### src/design/hjrd_pkg.sv
// ----------------------------------------------------------------------------
// HID joystick report decoder package
// Item types, register indexes and widths for decoder, divider and checker.
// ----------------------------------------------------------------------------
package hjrd_pkg;

   // Fixed field widths
   localparam int OFFSET_W   = 6;   // byte offset inside a report
   localparam int LEN_W      = 7;   // report length and minimum length
   localparam int AXIS_W     = 16;  // widest raw axis value
   localparam int DIVIDEND_W = 24;  // |raw - min| * 255 fits in 24 bits
   localparam int CSR_IDX_W  = 3;
   localparam int CSR_DATA_W = 32;

   // Configuration register indexes
   localparam logic [CSR_IDX_W-1:0] CSR_X_AXIS_SETUP      = 3'd0;
   localparam logic [CSR_IDX_W-1:0] CSR_Y_AXIS_SETUP      = 3'd1;
   localparam logic [CSR_IDX_W-1:0] CSR_X_LOGICAL_RANGE   = 3'd2;
   localparam logic [CSR_IDX_W-1:0] CSR_Y_LOGICAL_RANGE   = 3'd3;
   localparam logic [CSR_IDX_W-1:0] CSR_BUTTON_OFFSETS    = 3'd4;
   localparam logic [CSR_IDX_W-1:0] CSR_BUTTON_MASKS      = 3'd5;
   localparam logic [CSR_IDX_W-1:0] CSR_MIN_REPORT_LENGTH = 3'd6;
   localparam logic [CSR_IDX_W-1:0] CSR_STICK_NUMBER      = 3'd7;

   typedef struct packed {
      logic [7:0] report_byte;
      logic       last_byte;
   } req_item_type;

   typedef struct packed {
      logic [7:0]        direction_map;
      logic              map_changed;
      logic signed [7:0] analog_x;
      logic signed [7:0] analog_y;
      logic [1:0]        port_index;
   } rsp_item_type;

endpackage

### src/design/hjrd_ram.sv
// ----------------------------------------------------------------------------
// Generic single-clock RAM
// One write port and one read port; the read data is registered.
// ----------------------------------------------------------------------------
module hjrd_ram #(
   parameter int WIDTH = 8,
   parameter int DEPTH = 64
) (
   input  logic                     clock,
   input  logic                     wr_en,
   input  logic [$clog2(DEPTH)-1:0] wr_addr,
   input  logic [WIDTH-1:0]         wr_data,
   input  logic [$clog2(DEPTH)-1:0] rd_addr,
   output logic [WIDTH-1:0]         rd_data
);

   logic [WIDTH-1:0] mem_ff [DEPTH];
   logic [WIDTH-1:0] rd_data_ff;

   always_ff @(posedge clock) begin
      if (wr_en) begin
         mem_ff[wr_addr] <= wr_data;
      end
      rd_data_ff <= mem_ff[rd_addr];
   end

   assign rd_data = rd_data_ff;

endmodule

### src/design/hjrd_div.sv
// ----------------------------------------------------------------------------
// Iterative unsigned divider
// Restoring division, one quotient bit per cycle; done pulses with the result.
// ----------------------------------------------------------------------------
module hjrd_div import hjrd_pkg::*; (
   input  logic                  clock,
   input  logic                  reset,
   input  logic                  start,
   input  logic [DIVIDEND_W-1:0] dividend,
   input  logic [AXIS_W-1:0]     divisor,
   output logic                  done,
   output logic [DIVIDEND_W-1:0] quotient
);

   localparam int STEP_W = $clog2(DIVIDEND_W);
   localparam logic [STEP_W-1:0] LAST_STEP = STEP_W'(DIVIDEND_W - 1);

   logic                  busy_ff, busy_in;
   logic                  done_ff, done_in;
   logic [STEP_W-1:0]     step_ff, step_in;
   logic [AXIS_W-1:0]     rem_ff, rem_in;
   logic [DIVIDEND_W-1:0] quo_ff, quo_in;
   logic [AXIS_W-1:0]     divisor_ff, divisor_in;

   logic [AXIS_W:0]   shifted;
   logic [AXIS_W+1:0] trial;
   logic              take;

   assign shifted = {rem_ff, quo_ff[DIVIDEND_W-1]};
   assign trial   = {1'b0, shifted} - {2'b00, divisor_ff};
   assign take    = ~trial[AXIS_W+1];

   always_comb begin
      busy_in    = busy_ff;
      done_in    = 1'b0;
      step_in    = step_ff;
      rem_in     = rem_ff;
      quo_in     = quo_ff;
      divisor_in = divisor_ff;
      if (start) begin
         busy_in    = 1'b1;
         step_in    = '0;
         rem_in     = '0;
         quo_in     = dividend;
         divisor_in = divisor;
      end else if (busy_ff) begin
         rem_in  = take ? trial[AXIS_W-1:0] : shifted[AXIS_W-1:0];
         quo_in  = {quo_ff[DIVIDEND_W-2:0], take};
         step_in = step_ff + 1'b1;
         if (step_ff == LAST_STEP) begin
            busy_in = 1'b0;
            done_in = 1'b1;
         end
      end
   end

   always_ff @(posedge clock) begin
      if (reset) begin
         busy_ff <= 1'b0;
         done_ff <= 1'b0;
         step_ff <= '0;
      end else begin
         busy_ff <= busy_in;
         done_ff <= done_in;
         step_ff <= step_in;
      end
      rem_ff     <= rem_in;
      quo_ff     <= quo_in;
      divisor_ff <= divisor_in;
   end

   assign done     = done_ff;
   assign quotient = quo_ff;

endmodule

### src/design/hid_joystick_report_decode.sv
// ----------------------------------------------------------------------------
// HID joystick report decoder
// Collects one joystick report byte by byte and decodes axes and buttons.
// ----------------------------------------------------------------------------
// Usage. Report bytes arrive on the req_ channel, one byte per item, with
// last_byte set on the final byte. While the block is collecting, it takes one
// item in every cycle and writes it into the report RAM; bytes beyond the RAM
// depth are dropped. At the last byte the report length is checked against
// min_report_length. A short report gives no result and the block is at once
// ready for the next report. Otherwise req_stall rises and a decode sequencer
// reads eight bytes from the RAM (axis low and high bytes, four button bytes),
// one read a cycle, then scales each axis with a shared iterative divider.
// The result on rsp_ follows the RAM reads, then per axis a direct value or,
// when division is needed, a run of the 24-step divider, then the item build.
// The result waits in an output register, so the next report may be collected
// while the receiver holds rsp_stall; only a further decode waits for it.
// Configuration must be written on the csr_ port while the block is idle;
// the block itself does not enforce this.
// Reset is synchronous: the sequencer, byte count, previous map and configuration
// registers return to their defaults; the RAM contents are not cleared.
// ----------------------------------------------------------------------------
module hid_joystick_report_decode import hjrd_pkg::*; #(
   parameter int MAX_REPORT_BYTES = 64
) (
   input  logic                  clock,
   input  logic                  reset,
   // report byte channel
   input  logic                  req_valid,
   output logic                  req_stall,
   input  req_item_type          req_item,
   // result channel
   output logic                  rsp_valid,
   input  logic                  rsp_stall,
   output rsp_item_type          rsp_item,
   // configuration write channel
   input  logic                  csr_valid,
   output logic                  csr_ready,
   input  logic [CSR_IDX_W-1:0]  csr_index,
   input  logic [CSR_DATA_W-1:0] csr_wdata
);

   localparam int ADDR_W = $clog2(MAX_REPORT_BYTES);
   localparam int CNT_W  = $clog2(MAX_REPORT_BYTES + 1);
   localparam logic [CNT_W-1:0]    CNT_MAX = CNT_W'(MAX_REPORT_BYTES);
   localparam logic [OFFSET_W:0]   DEPTH_LIMIT = (OFFSET_W + 1)'(MAX_REPORT_BYTES);

   // Read slots of the decode sequence, in issue order.
   localparam logic [2:0] SLOT_X_LO = 3'd0;
   localparam logic [2:0] SLOT_X_HI = 3'd1;
   localparam logic [2:0] SLOT_Y_LO = 3'd2;
   localparam logic [2:0] SLOT_Y_HI = 3'd3;
   localparam logic [2:0] SLOT_B1   = 3'd4;
   localparam logic [2:0] SLOT_B2   = 3'd5;
   localparam logic [2:0] SLOT_B3   = 3'd6;
   localparam logic [2:0] SLOT_B4   = 3'd7;
   localparam logic [3:0] READ_DONE = 4'd8;

   typedef enum logic [2:0] {
      S_IDLE,
      S_READ,
      S_PREP,
      S_DIV,
      S_EMIT
   } state_type;

   typedef enum logic {
      AXIS_X,
      AXIS_Y
   } axis_type;

   // ------------------------------------------------------------------------
   // Configuration registers. The port takes a write whenever reset is low; the contract is
   // that software writes only while no report is being decoded.
   // ------------------------------------------------------------------------
   logic [6:0]  x_setup_ff, y_setup_ff;
   logic [31:0] x_range_ff, y_range_ff;
   logic [23:0] btn_offsets_ff;
   logic [31:0] btn_masks_ff;
   logic [LEN_W-1:0] min_len_ff;
   logic [1:0]  stick_ff;
   logic        csr_write;

   assign csr_ready = ~reset;
   assign csr_write = csr_valid & csr_ready;

   always_ff @(posedge clock) begin
      if (reset) begin
         x_setup_ff     <= 7'd0;
         y_setup_ff     <= 7'd1;
         x_range_ff     <= 32'h00FF_0000;
         y_range_ff     <= 32'h00FF_0000;
         btn_offsets_ff <= '0;
         btn_masks_ff   <= '0;
         min_len_ff     <= '0;
         stick_ff       <= '0;
      end else if (csr_write) begin
         case (csr_index)
            CSR_X_AXIS_SETUP:      x_setup_ff     <= csr_wdata[6:0];
            CSR_Y_AXIS_SETUP:      y_setup_ff     <= csr_wdata[6:0];
            CSR_X_LOGICAL_RANGE:   x_range_ff     <= csr_wdata;
            CSR_Y_LOGICAL_RANGE:   y_range_ff     <= csr_wdata;
            CSR_BUTTON_OFFSETS:    btn_offsets_ff <= csr_wdata[23:0];
            CSR_BUTTON_MASKS:      btn_masks_ff   <= csr_wdata;
            CSR_MIN_REPORT_LENGTH: min_len_ff     <= csr_wdata[LEN_W-1:0];
            CSR_STICK_NUMBER:      stick_ff       <= csr_wdata[1:0];
            default:               ;
         endcase
      end
   end

   // ------------------------------------------------------------------------
   // Sequencer registers
   // ------------------------------------------------------------------------
   state_type          state_ff, state_in;
   axis_type           axis_ff, axis_in;
   logic [CNT_W-1:0]   count_ff, count_in;
   logic [3:0]         rd_cnt_ff, rd_cnt_in;
   logic               cap_valid_ff, cap_valid_in;
   logic [2:0]         cap_slot_ff, cap_slot_in;
   logic               cap_zero_ff, cap_zero_in;
   logic [AXIS_W-1:0]  raw_x_ff, raw_x_in;
   logic [AXIS_W-1:0]  raw_y_ff, raw_y_in;
   logic [3:0]         btn_hit_ff, btn_hit_in;
   logic [7:0]         ax_ff, ax_in;
   logic [7:0]         ay_ff, ay_in;
   logic [7:0]         prev_map_ff, prev_map_in;
   logic               rsp_valid_ff, rsp_valid_in;
   rsp_item_type       rsp_item_ff, rsp_item_in;

   // RAM and divider hook-up
   logic                  ram_wr_en;
   logic [ADDR_W-1:0]     ram_wr_addr;
   logic [ADDR_W-1:0]     ram_rd_addr;
   logic [7:0]            ram_rd_data;
   logic                  div_start;
   logic [DIVIDEND_W-1:0] div_dividend;
   logic [AXIS_W-1:0]     div_divisor;
   logic                  div_done;
   logic [DIVIDEND_W-1:0] div_quotient;

   logic req_take;

   assign req_stall = reset | (state_ff != S_IDLE);
   assign req_take  = req_valid & ~req_stall;

   // Bytes are written at the current count until the store is full.
   assign ram_wr_en   = req_take & (count_ff < CNT_MAX);
   assign ram_wr_addr = count_ff[ADDR_W-1:0];

   hjrd_ram #(
      .WIDTH (8),
      .DEPTH (MAX_REPORT_BYTES)
   ) u_store (
      .clock   (clock),
      .wr_en   (ram_wr_en),
      .wr_addr (ram_wr_addr),
      .wr_data (req_item.report_byte),
      .rd_addr (ram_rd_addr),
      .rd_data (ram_rd_data)
   );

   hjrd_div u_div (
      .clock    (clock),
      .reset    (reset),
      .start    (div_start),
      .dividend (div_dividend),
      .divisor  (div_divisor),
      .done     (div_done),
      .quotient (div_quotient)
   );

   // ------------------------------------------------------------------------
   // Read address of the current slot. An offset at or beyond the store
   // depth, and the high byte of an 8-bit axis, read as zero.
   // ------------------------------------------------------------------------
   logic [OFFSET_W-1:0] slot_off;
   logic                slot_hi;
   logic                slot_wide;
   logic [OFFSET_W:0]   slot_addr;
   logic                slot_zero;

   always_comb begin
      slot_hi   = 1'b0;
      slot_wide = 1'b0;
      case (rd_cnt_ff[2:0])
         SLOT_X_LO: slot_off = x_setup_ff[5:0];
         SLOT_X_HI: begin
            slot_off  = x_setup_ff[5:0];
            slot_hi   = 1'b1;
            slot_wide = x_setup_ff[6];
         end
         SLOT_Y_LO: slot_off = y_setup_ff[5:0];
         SLOT_Y_HI: begin
            slot_off  = y_setup_ff[5:0];
            slot_hi   = 1'b1;
            slot_wide = y_setup_ff[6];
         end
         SLOT_B1:   slot_off = btn_offsets_ff[5:0];
         SLOT_B2:   slot_off = btn_offsets_ff[11:6];
         SLOT_B3:   slot_off = btn_offsets_ff[17:12];
         SLOT_B4:   slot_off = btn_offsets_ff[23:18];
         default:   slot_off = '0;
      endcase
      slot_addr   = {1'b0, slot_off} + {{OFFSET_W{1'b0}}, slot_hi};
      slot_zero   = (slot_addr >= DEPTH_LIMIT) | (slot_hi & ~slot_wide);
      ram_rd_addr = slot_zero ? '0 : slot_addr[ADDR_W-1:0];
   end

   // ------------------------------------------------------------------------
   // Axis scaling set-up for the axis in hand. The sign of the quotient is
   // known before dividing, so the divider only ever sees magnitudes; a
   // negative quotient clamps to zero without running it.
   // ------------------------------------------------------------------------
   logic [AXIS_W-1:0] cur_raw;
   logic [31:0]       cur_range;
   logic [AXIS_W-1:0] lo_val, hi_val;
   logic [AXIS_W:0]   num_diff, den_diff;
   logic [AXIS_W:0]   num_abs, den_abs;
   logic              raw_bypass;
   logic              den_zero;
   logic              quo_nonpos;
   logic [7:0]        raw_clamped;
   logic [7:0]        quo_clamped;

   always_comb begin
      cur_raw     = (axis_ff == AXIS_X) ? raw_x_ff : raw_y_ff;
      cur_range   = (axis_ff == AXIS_X) ? x_range_ff : y_range_ff;
      lo_val      = cur_range[15:0];
      hi_val      = cur_range[31:16];
      raw_bypass  = (lo_val == 16'd0) & (hi_val == 16'd255);
      den_diff    = {1'b0, hi_val} - {1'b0, lo_val};
      num_diff    = {1'b0, cur_raw} - {1'b0, lo_val};
      den_zero    = (den_diff == '0);
      quo_nonpos  = (num_diff == '0) | (num_diff[AXIS_W] ^ den_diff[AXIS_W]);
      num_abs     = num_diff[AXIS_W] ? (~num_diff + 1'b1) : num_diff;
      den_abs     = den_diff[AXIS_W] ? (~den_diff + 1'b1) : den_diff;
      // |num| * 255 as a shift and a subtract
      div_dividend = {num_abs[AXIS_W-1:0], 8'd0} - {8'd0, num_abs[AXIS_W-1:0]};
      div_divisor  = den_abs[AXIS_W-1:0];
      raw_clamped  = (cur_raw[15:8] != 8'd0) ? 8'd255 : cur_raw[7:0];
      quo_clamped  = (div_quotient[DIVIDEND_W-1:8] != '0) ? 8'd255 : div_quotient[7:0];
   end

   // ------------------------------------------------------------------------
   // Result item built from the two scaled axes and the button hits.
   // ------------------------------------------------------------------------
   logic [7:0]   new_map;
   rsp_item_type new_item;

   always_comb begin
      new_map[0]   = ax_ff > 8'd192;
      new_map[1]   = ax_ff < 8'd64;
      new_map[2]   = ay_ff > 8'd192;
      new_map[3]   = ay_ff < 8'd64;
      new_map[7:4] = btn_hit_ff;
      new_item.direction_map = new_map;
      new_item.map_changed   = (new_map != prev_map_ff);
      new_item.analog_x      = $signed(ax_ff ^ 8'h80);
      new_item.analog_y      = $signed(ay_ff ^ 8'h80);
      // stick 0 and 1 trade places, 2 and 3 stay
      new_item.port_index    = {stick_ff[1], stick_ff[1] ? stick_ff[0] : ~stick_ff[0]};
   end

   // ------------------------------------------------------------------------
   // Next-state logic of the sequencer
   // ------------------------------------------------------------------------
   logic [CNT_W-1:0] count_inc;
   logic [7:0]       cap_data;
   logic             axis_store;
   logic [7:0]       axis_value;

   always_comb begin
      state_in     = state_ff;
      axis_in      = axis_ff;
      count_in     = count_ff;
      rd_cnt_in    = rd_cnt_ff;
      cap_valid_in = 1'b0;
      cap_slot_in  = cap_slot_ff;
      cap_zero_in  = cap_zero_ff;
      raw_x_in     = raw_x_ff;
      raw_y_in     = raw_y_ff;
      btn_hit_in   = btn_hit_ff;
      ax_in        = ax_ff;
      ay_in        = ay_ff;
      prev_map_in  = prev_map_ff;
      rsp_valid_in = rsp_valid_ff & rsp_stall;
      rsp_item_in  = rsp_item_ff;
      div_start    = 1'b0;
      axis_store   = 1'b0;
      axis_value   = 8'd0;

      count_inc = (count_ff < CNT_MAX) ? count_ff + 1'b1 : count_ff;

      // Capture of the byte read in the previous cycle.
      cap_data = cap_zero_ff ? 8'd0 : ram_rd_data;
      if (cap_valid_ff) begin
         case (cap_slot_ff)
            SLOT_X_LO: raw_x_in[7:0]  = cap_data;
            SLOT_X_HI: raw_x_in[15:8] = cap_data;
            SLOT_Y_LO: raw_y_in[7:0]  = cap_data;
            SLOT_Y_HI: raw_y_in[15:8] = cap_data;
            SLOT_B1:   btn_hit_in[0]  = |(cap_data & btn_masks_ff[7:0]);
            SLOT_B2:   btn_hit_in[1]  = |(cap_data & btn_masks_ff[15:8]);
            SLOT_B3:   btn_hit_in[2]  = |(cap_data & btn_masks_ff[23:16]);
            SLOT_B4:   btn_hit_in[3]  = |(cap_data & btn_masks_ff[31:24]);
            default:   ;
         endcase
      end

      case (state_ff)
         S_IDLE: begin
            if (req_take) begin
               count_in = count_inc;
               if (req_item.last_byte) begin
                  count_in = '0;
                  if (LEN_W'(count_inc) >= min_len_ff) begin
                     state_in  = S_READ;
                     rd_cnt_in = '0;
                     axis_in   = AXIS_X;
                  end
               end
            end
         end
         S_READ: begin
            if (rd_cnt_ff == READ_DONE) begin
               state_in = S_PREP;
            end else begin
               cap_valid_in = 1'b1;
               cap_slot_in  = rd_cnt_ff[2:0];
               cap_zero_in  = slot_zero;
               rd_cnt_in    = rd_cnt_ff + 1'b1;
            end
         end
         S_PREP: begin
            if (raw_bypass) begin
               axis_store = 1'b1;
               axis_value = raw_clamped;
            end else if (den_zero) begin
               axis_store = 1'b1;
               axis_value = 8'd128;
            end else if (quo_nonpos) begin
               axis_store = 1'b1;
               axis_value = 8'd0;
            end else begin
               div_start = 1'b1;
               state_in  = S_DIV;
            end
         end
         S_DIV: begin
            if (div_done) begin
               axis_store = 1'b1;
               axis_value = quo_clamped;
            end
         end
         S_EMIT: begin
            if (!rsp_valid_ff || !rsp_stall) begin
               rsp_valid_in = 1'b1;
               rsp_item_in  = new_item;
               prev_map_in  = new_map;
               state_in     = S_IDLE;
            end
         end
         default: state_in = S_IDLE;
      endcase

      // An axis is finished: keep it and move on to the Y axis or, after Y, to S_EMIT.
      if (axis_store) begin
         if (axis_ff == AXIS_X) begin
            ax_in    = axis_value;
            axis_in  = AXIS_Y;
            state_in = S_PREP;
         end else begin
            ay_in    = axis_value;
            state_in = S_EMIT;
         end
      end
   end

   always_ff @(posedge clock) begin
      if (reset) begin
         state_ff     <= S_IDLE;
         axis_ff      <= AXIS_X;
         count_ff     <= '0;
         rd_cnt_ff    <= '0;
         cap_valid_ff <= 1'b0;
         prev_map_ff  <= '0;
         rsp_valid_ff <= 1'b0;
      end else begin
         state_ff     <= state_in;
         axis_ff      <= axis_in;
         count_ff     <= count_in;
         rd_cnt_ff    <= rd_cnt_in;
         cap_valid_ff <= cap_valid_in;
         prev_map_ff  <= prev_map_in;
         rsp_valid_ff <= rsp_valid_in;
      end
      cap_slot_ff <= cap_slot_in;
      cap_zero_ff <= cap_zero_in;
      raw_x_ff    <= raw_x_in;
      raw_y_ff    <= raw_y_in;
      btn_hit_ff  <= btn_hit_in;
      ax_ff       <= ax_in;
      ay_ff       <= ay_in;
      rsp_item_ff <= rsp_item_in;
   end

   assign rsp_valid = rsp_valid_ff;
   assign rsp_item  = rsp_item_ff;

endmodule

### config.mk
export PLATFORM = sky130hd
export DESIGN_NAME = hid_joystick_report_decode
export DESIGN_NICKNAME = d
export VERILOG_FILES = /design/src/design/hjrd_pkg.sv /design/src/design/hjrd_ram.sv /design/src/design/hjrd_div.sv /design/src/design/hid_joystick_report_decode.sv
export SDC_FILE = /design/constraint.sdc
export NUM_CORES = 1
export LEC_CHECK = 0
export BUFFER_PORTS_ARGS = -buffer_cell sky130_fd_sc_hd__buf_4
export CAP_MARGIN = 10
export CORE_UTILIZATION = 30
export CTS_CLUSTER_DIAMETER = 60
export DETAILED_ROUTE_END_ITERATION = 12
export MAX_ROUTING_LAYER = met4
export SLEW_MARGIN = 0
export SYNTH_ARGS = -nofsm -noshare
export SYNTH_HDL_FRONTEND = slang
export SYNTH_SLANG_ARGS = --single-unit
### constraint.sdc
create_clock -name clock -period 6.3 [get_ports clock]
set_clock_uncertainty 0.05 [all_clocks]
set_input_delay 0.945 -clock clock [delete_from_list [all_inputs] [get_ports clock]]
set_output_delay 0.945 -clock clock [all_outputs]
set_load 0.1 [all_outputs]
==> PnR_summary.wiki <==
{| class="wikitable"
! Metric !! Value
|-
| Run status || complete, no violations
|-
| Combined area of the multi-input logic cells || between 10000 and 15000 µm²
|-
| Highest achievable clock rate || 173 MHz
|-
| Worst-case headroom to the max-slew limit || 0.231
|-
| Post-layout nets || between 3000 and 4000
|-
| Overall die area || ~130000 µm²
|-
| Hold EP || rsp_item[2]
|-
| Overall overflow remaining after global route || 0
|-
| Share of flip-flops with an asynchronous set or reset after synthesis || 0
|-
| Worst Hold Path Cells || 0
|-
| Via total after detailed routing || 26300
|-
| Kind of critical path || reg2reg
|-
| Placeable core region || between 100000 and 150000 µm²
|-
| Root buffer cell || sky130_fd_sc_hd__clkbuf_16
|-
| Max-slew violation count || 0
|-
| Number of H-tree branching levels || 3
|-
| Die height || 358 µm
|-
| Later-pin clock latency in the skew report || between 0.6 and 0.7 ns
|-
| Final clock period utilization by the worst path || 0.915
|-
| Smallest setup slack after layout || 0.534 ns
|-
| Final critical delay including setup and external delays || between 5 and 6 ns
|-
| Post-synth EDFFs || around 640
|-
| Area growth, synth to finish || 14.0%
|-
| Most common cell after layout, fill and taps aside || sky130_fd_sc_hd__edfxtp_1
|-
| Flop and latch count out of synthesis || about 830
|-
| Worst vdd ir || 0.258 mV
|-
| Setup slack at placement || between 0.4 and 0.5 ns
|-
| Total internal power || roughly 11 mW
|-
| Number of placed I/O pins || 79
|-
| Number of placement rows || between 100 and 150
|-
| Synth Warn # || 0
|-
| Total setup buffers inserted after CTS || 0
|-
| Net Switching || around 5.5 mW
|-
| Min-Delay Startpoint || ay_ff[0]
|-
| Starting DRT DRC Count || 2551
|-
| TNS Setup || 0 ns
|-
| Unrepaired setup endpoints after global routing || false
|-
| Die Width || roughly 360 µm
|-
| Clock Pin Slew Worst Setup and Hold Paths || around 0.06 ns
|-
| First-pass GRT wire length || ~150 mm
|-
| Post-synthesis cell area || roughly 38000 µm²
|-
| # Max-Cap Violations || 0
|-
| Worst-path maximum fanout || 18
|-
| Fraction of layout cells with a size suffix above 1 || 0.105
|-
| Synth cell types || just over 100
|-
| Kind of capture point of the worst setup path || flop
|-
| TritonCTS sink count || roughly 830
|-
| Pwr Total || approximately 16 mW
|-
| Worst min-delay path category || reg2reg
|-
| Number of cells upsized or downsized after cts || 0
|-
| Final WL || 100 mm
|-
| Beginning of the worst register-to-register path || axis_ff
|-
| Critical path startpoint category || flop
|-
| Vias per std cell || slightly above 5
|-
| Count of nets left with antenna violations after detail routing || 0
|-
| Average cell area after synthesis || 11.3 µm²
|-
| Largest buffer count on any clock path || 3
|-
| Detailed-placement wirelength estimate || between 60 and 70 mm
|-
| Seq/Total Area, Yosys || 0.607
|-
| Clock group share of total power || 0.326
|-
| Total nets after synthesis || 3496
|-
| Switching share of power || 0.337
|-
| Power density of the placed cells || 374 nW/µm²
|-
| Number of antenna violations at the first check in global routing || 1
|-
| Number of global-route vias before repair || about 25000
|-
| Number of buffers created by CTS || between 80 and 90
|-
| Pleak || 14.2 nW
|-
| Final weighted congestion in routability-driven placement || between 0.9 and 1
|-
| Starting density of the core || 0.302
|-
| Terminus of the critical flop-to-flop path || u_div.quotient[16]
|-
| DRC violations left || 0
|-
| Overall Global Routing Usage || 0.158
|-
| Final-report setup violation count || 0
|-
| Number of buffers inserted by hold repair at cts || 0
|-
| Dominant synthesized flop cell || sky130_fd_sc_hd__edfxtp_1
|-
| Cell count of the worst reg-to-reg path || 18
|-
| Count of endpoints failing hold in the final timing report || 0
|-
| Count of buffers inserted at the top-level ports || 78
|-
| Instance count of the mapped netlist || around 3400
|-
| CTS tree || yes
|-
| Post-DR wirelength/cell || between 15 and 20 µm
|-
| Maximum number of pins on one net before global-route repair || 150
|-
| Tightest Pin Transition || around 1.2 ns
|-
| Register-to-register setup slack || roughly 0.53 ns
|-
| Detailed-router iteration count before antenna repair || 6
|-
| Fill cell count || ~12000
|-
| Share of total power in sequential cells || 0.384
|-
| Seq. cell area || roughly 23000 µm²
|-
| Commonest non-fill, non-tap cells in the layout || sky130_fd_sc_hd__edfxtp_1, sky130_fd_sc_hd__nand2_1, sky130_fd_sc_hd__o21ai_0, sky130_fd_sc_hd__a21oi_1, sky130_fd_sc_hd__nor2_1
|-
| Data required time at the worst endpoint || between 6 and 7 ns
|-
| Share of total power in combinational logic || 0.290
|-
| Worst EP arrival || between 6 and 7 ns
|}
==> cells by family after synthesis <==
logic type | share of synthesized area
compound gates | 0.147
xor+xnor | 0.0250
fa+ha+maj | 0.0256
buf+inv | 0.0285
flops | 0.607
mux | 0.0410
simple gates | 0.125
==> final cells by class <==
cell class              instances  share of cell area
flip-flops and latches        834               0.533
multi-input cells            2267               0.321
clock buffers                 110              0.0547
well taps                    1650              0.0477
repair buffers                134              0.0247
clock inverters                50              0.0136
inverters                      65             0.00564
diodes                          1           0.0000578
==> worst max-delay path, stage by stage (launching register included) <==
cell,delay (ns)
sky130_fd_sc_hd__dfxtp_4,0.52
sky130_fd_sc_hd__mux2_2,0.44
sky130_fd_sc_hd__ha_1,0.22
sky130_fd_sc_hd__inv_1,0.08
sky130_fd_sc_hd__fa_1,0.50
sky130_fd_sc_hd__inv_1,0.15
sky130_fd_sc_hd__ha_1,0.34
sky130_fd_sc_hd__nand2_2,0.18
sky130_fd_sc_hd__a2111oi_1,0.81
sky130_fd_sc_hd__nor2_1,0.12
sky130_fd_sc_hd__xnor2_1,0.16
sky130_fd_sc_hd__buf_4,0.16
sky130_fd_sc_hd__ha_1,0.38
sky130_fd_sc_hd__nand4_1,0.12
sky130_fd_sc_hd__a311oi_2,0.38
sky130_fd_sc_hd__o211ai_2,0.16
sky130_fd_sc_hd__a21boi_1,0.34
sky130_fd_sc_hd__nor3_1,0.09
sky130_fd_sc_hd__nor3b_1,0.31
==> cell usage after synthesis (11+ instances only) <==
cell type	count	area (µm²)
sky130_fd_sc_hd__a211oi_1	69	518
sky130_fd_sc_hd__a21o_1	18	135
sky130_fd_sc_hd__a21oi_1	218	1090
sky130_fd_sc_hd__a22oi_1	12	90.1
sky130_fd_sc_hd__a311oi_1	33	289
sky130_fd_sc_hd__a31oi_1	41	257
sky130_fd_sc_hd__and2_1	65	407
sky130_fd_sc_hd__buf_1	14	52.6
sky130_fd_sc_hd__buf_2	18	90.1
sky130_fd_sc_hd__clkbuf_1	166	623
sky130_fd_sc_hd__dfxtp_1	199	3980
sky130_fd_sc_hd__edfxtp_1	635	19100
sky130_fd_sc_hd__ha_1	72	901
sky130_fd_sc_hd__inv_1	65	244
sky130_fd_sc_hd__mux2_2	35	394
sky130_fd_sc_hd__mux2i_1	116	1160
sky130_fd_sc_hd__nand2_1	518	1940
sky130_fd_sc_hd__nand2b_1	14	87.6
sky130_fd_sc_hd__nand3_1	60	300
sky130_fd_sc_hd__nand4_1	22	138
sky130_fd_sc_hd__nor2_1	210	788
sky130_fd_sc_hd__nor2b_1	21	131
sky130_fd_sc_hd__nor3_1	37	185
sky130_fd_sc_hd__nor4_1	15	93.8
sky130_fd_sc_hd__o211ai_1	71	533
sky130_fd_sc_hd__o21a_1	15	113
sky130_fd_sc_hd__o21ai_0	268	1340
sky130_fd_sc_hd__o22ai_1	11	68.8
sky130_fd_sc_hd__o31ai_1	11	82.6
sky130_fd_sc_hd__or2_2	23	144
sky130_fd_sc_hd__or3_1	14	87.6
sky130_fd_sc_hd__xnor2_1	69	604
sky130_fd_sc_hd__xor2_1	35	307
==> per-layer routing <==
metal  wire length (µm)  global-route usage  vias to the layer above
met5                  0                   -                        -
met3               6280              0.0264                      161
met1              45100               0.213                    12900
met4               2100              0.0367                        0
li1                   -                   -                    12500
met2              46800               0.248                      823
==> worst max-delay path by stage <==
stage | slack, ns | cells past startpoint | start | end
floorplan | 0.08 | 28 | axis_ff | u_div.quotient[19]
global placement | 0.53 | 21 | axis_ff | u_div.quotient[22]
detailed placement | 0.42 | 21 | axis_ff | u_div.quotient[22]
CTS | 0.37 | 21 | axis_ff | u_div.quotient[22]
global route | 0.04 | 20 | axis_ff | u_div.quotient[22]
finish | 0.53 | 18 | axis_ff | u_div.quotient[16]
==> sequential cells by signal, indices dropped and copies added, names as in the netlist, 8 cells and up <==
signal and count:
x_range_ff 32, u_div.rem_ff 16, prev_map_ff 8, u_div.quotient 24, btn_offsets_ff 24, u_store.rd_data 8
u_store.mem_ff 512, raw_x_ff 16, btn_masks_ff 32, u_div.divisor_ff 16, y_range_ff 32, rsp_item 27
ay_ff 8, raw_y_ff 16, ax_ff 8
==> metrics by stage <==
| step | utilization | std cells | hold slack [ns] | cell area, µm² |
|---|---|---|---|---|
| after global placement | 0.321 | 4950 | 0.376 | 40300 |
| after global routing | 0.345 | 5111 | 0.394 | 43300 |
| final | 0.345 | 5111 | 0.390 | 43300 |
| after CTS | 0.345 | 5110 | 0.391 | 43300 |
| after detailed placement | 0.321 | 4950 | 0.376 | 40300 |
| after floorplan | - | 3372 | 0.367 | 38000 |
==> power by group through the flow <==
stage	Combinational (mW)	Clock (mW)	Sequential, mW
floorplan	3.20	0	6.29
global route	5.15	5.58	6.24
global placement	4.63	0	6.34
finish	4.70	5.28	6.23
detailed placement	4.67	0	6.34
CTS	4.69	5.37	6.23
Power figures use the tool's default switching activity.
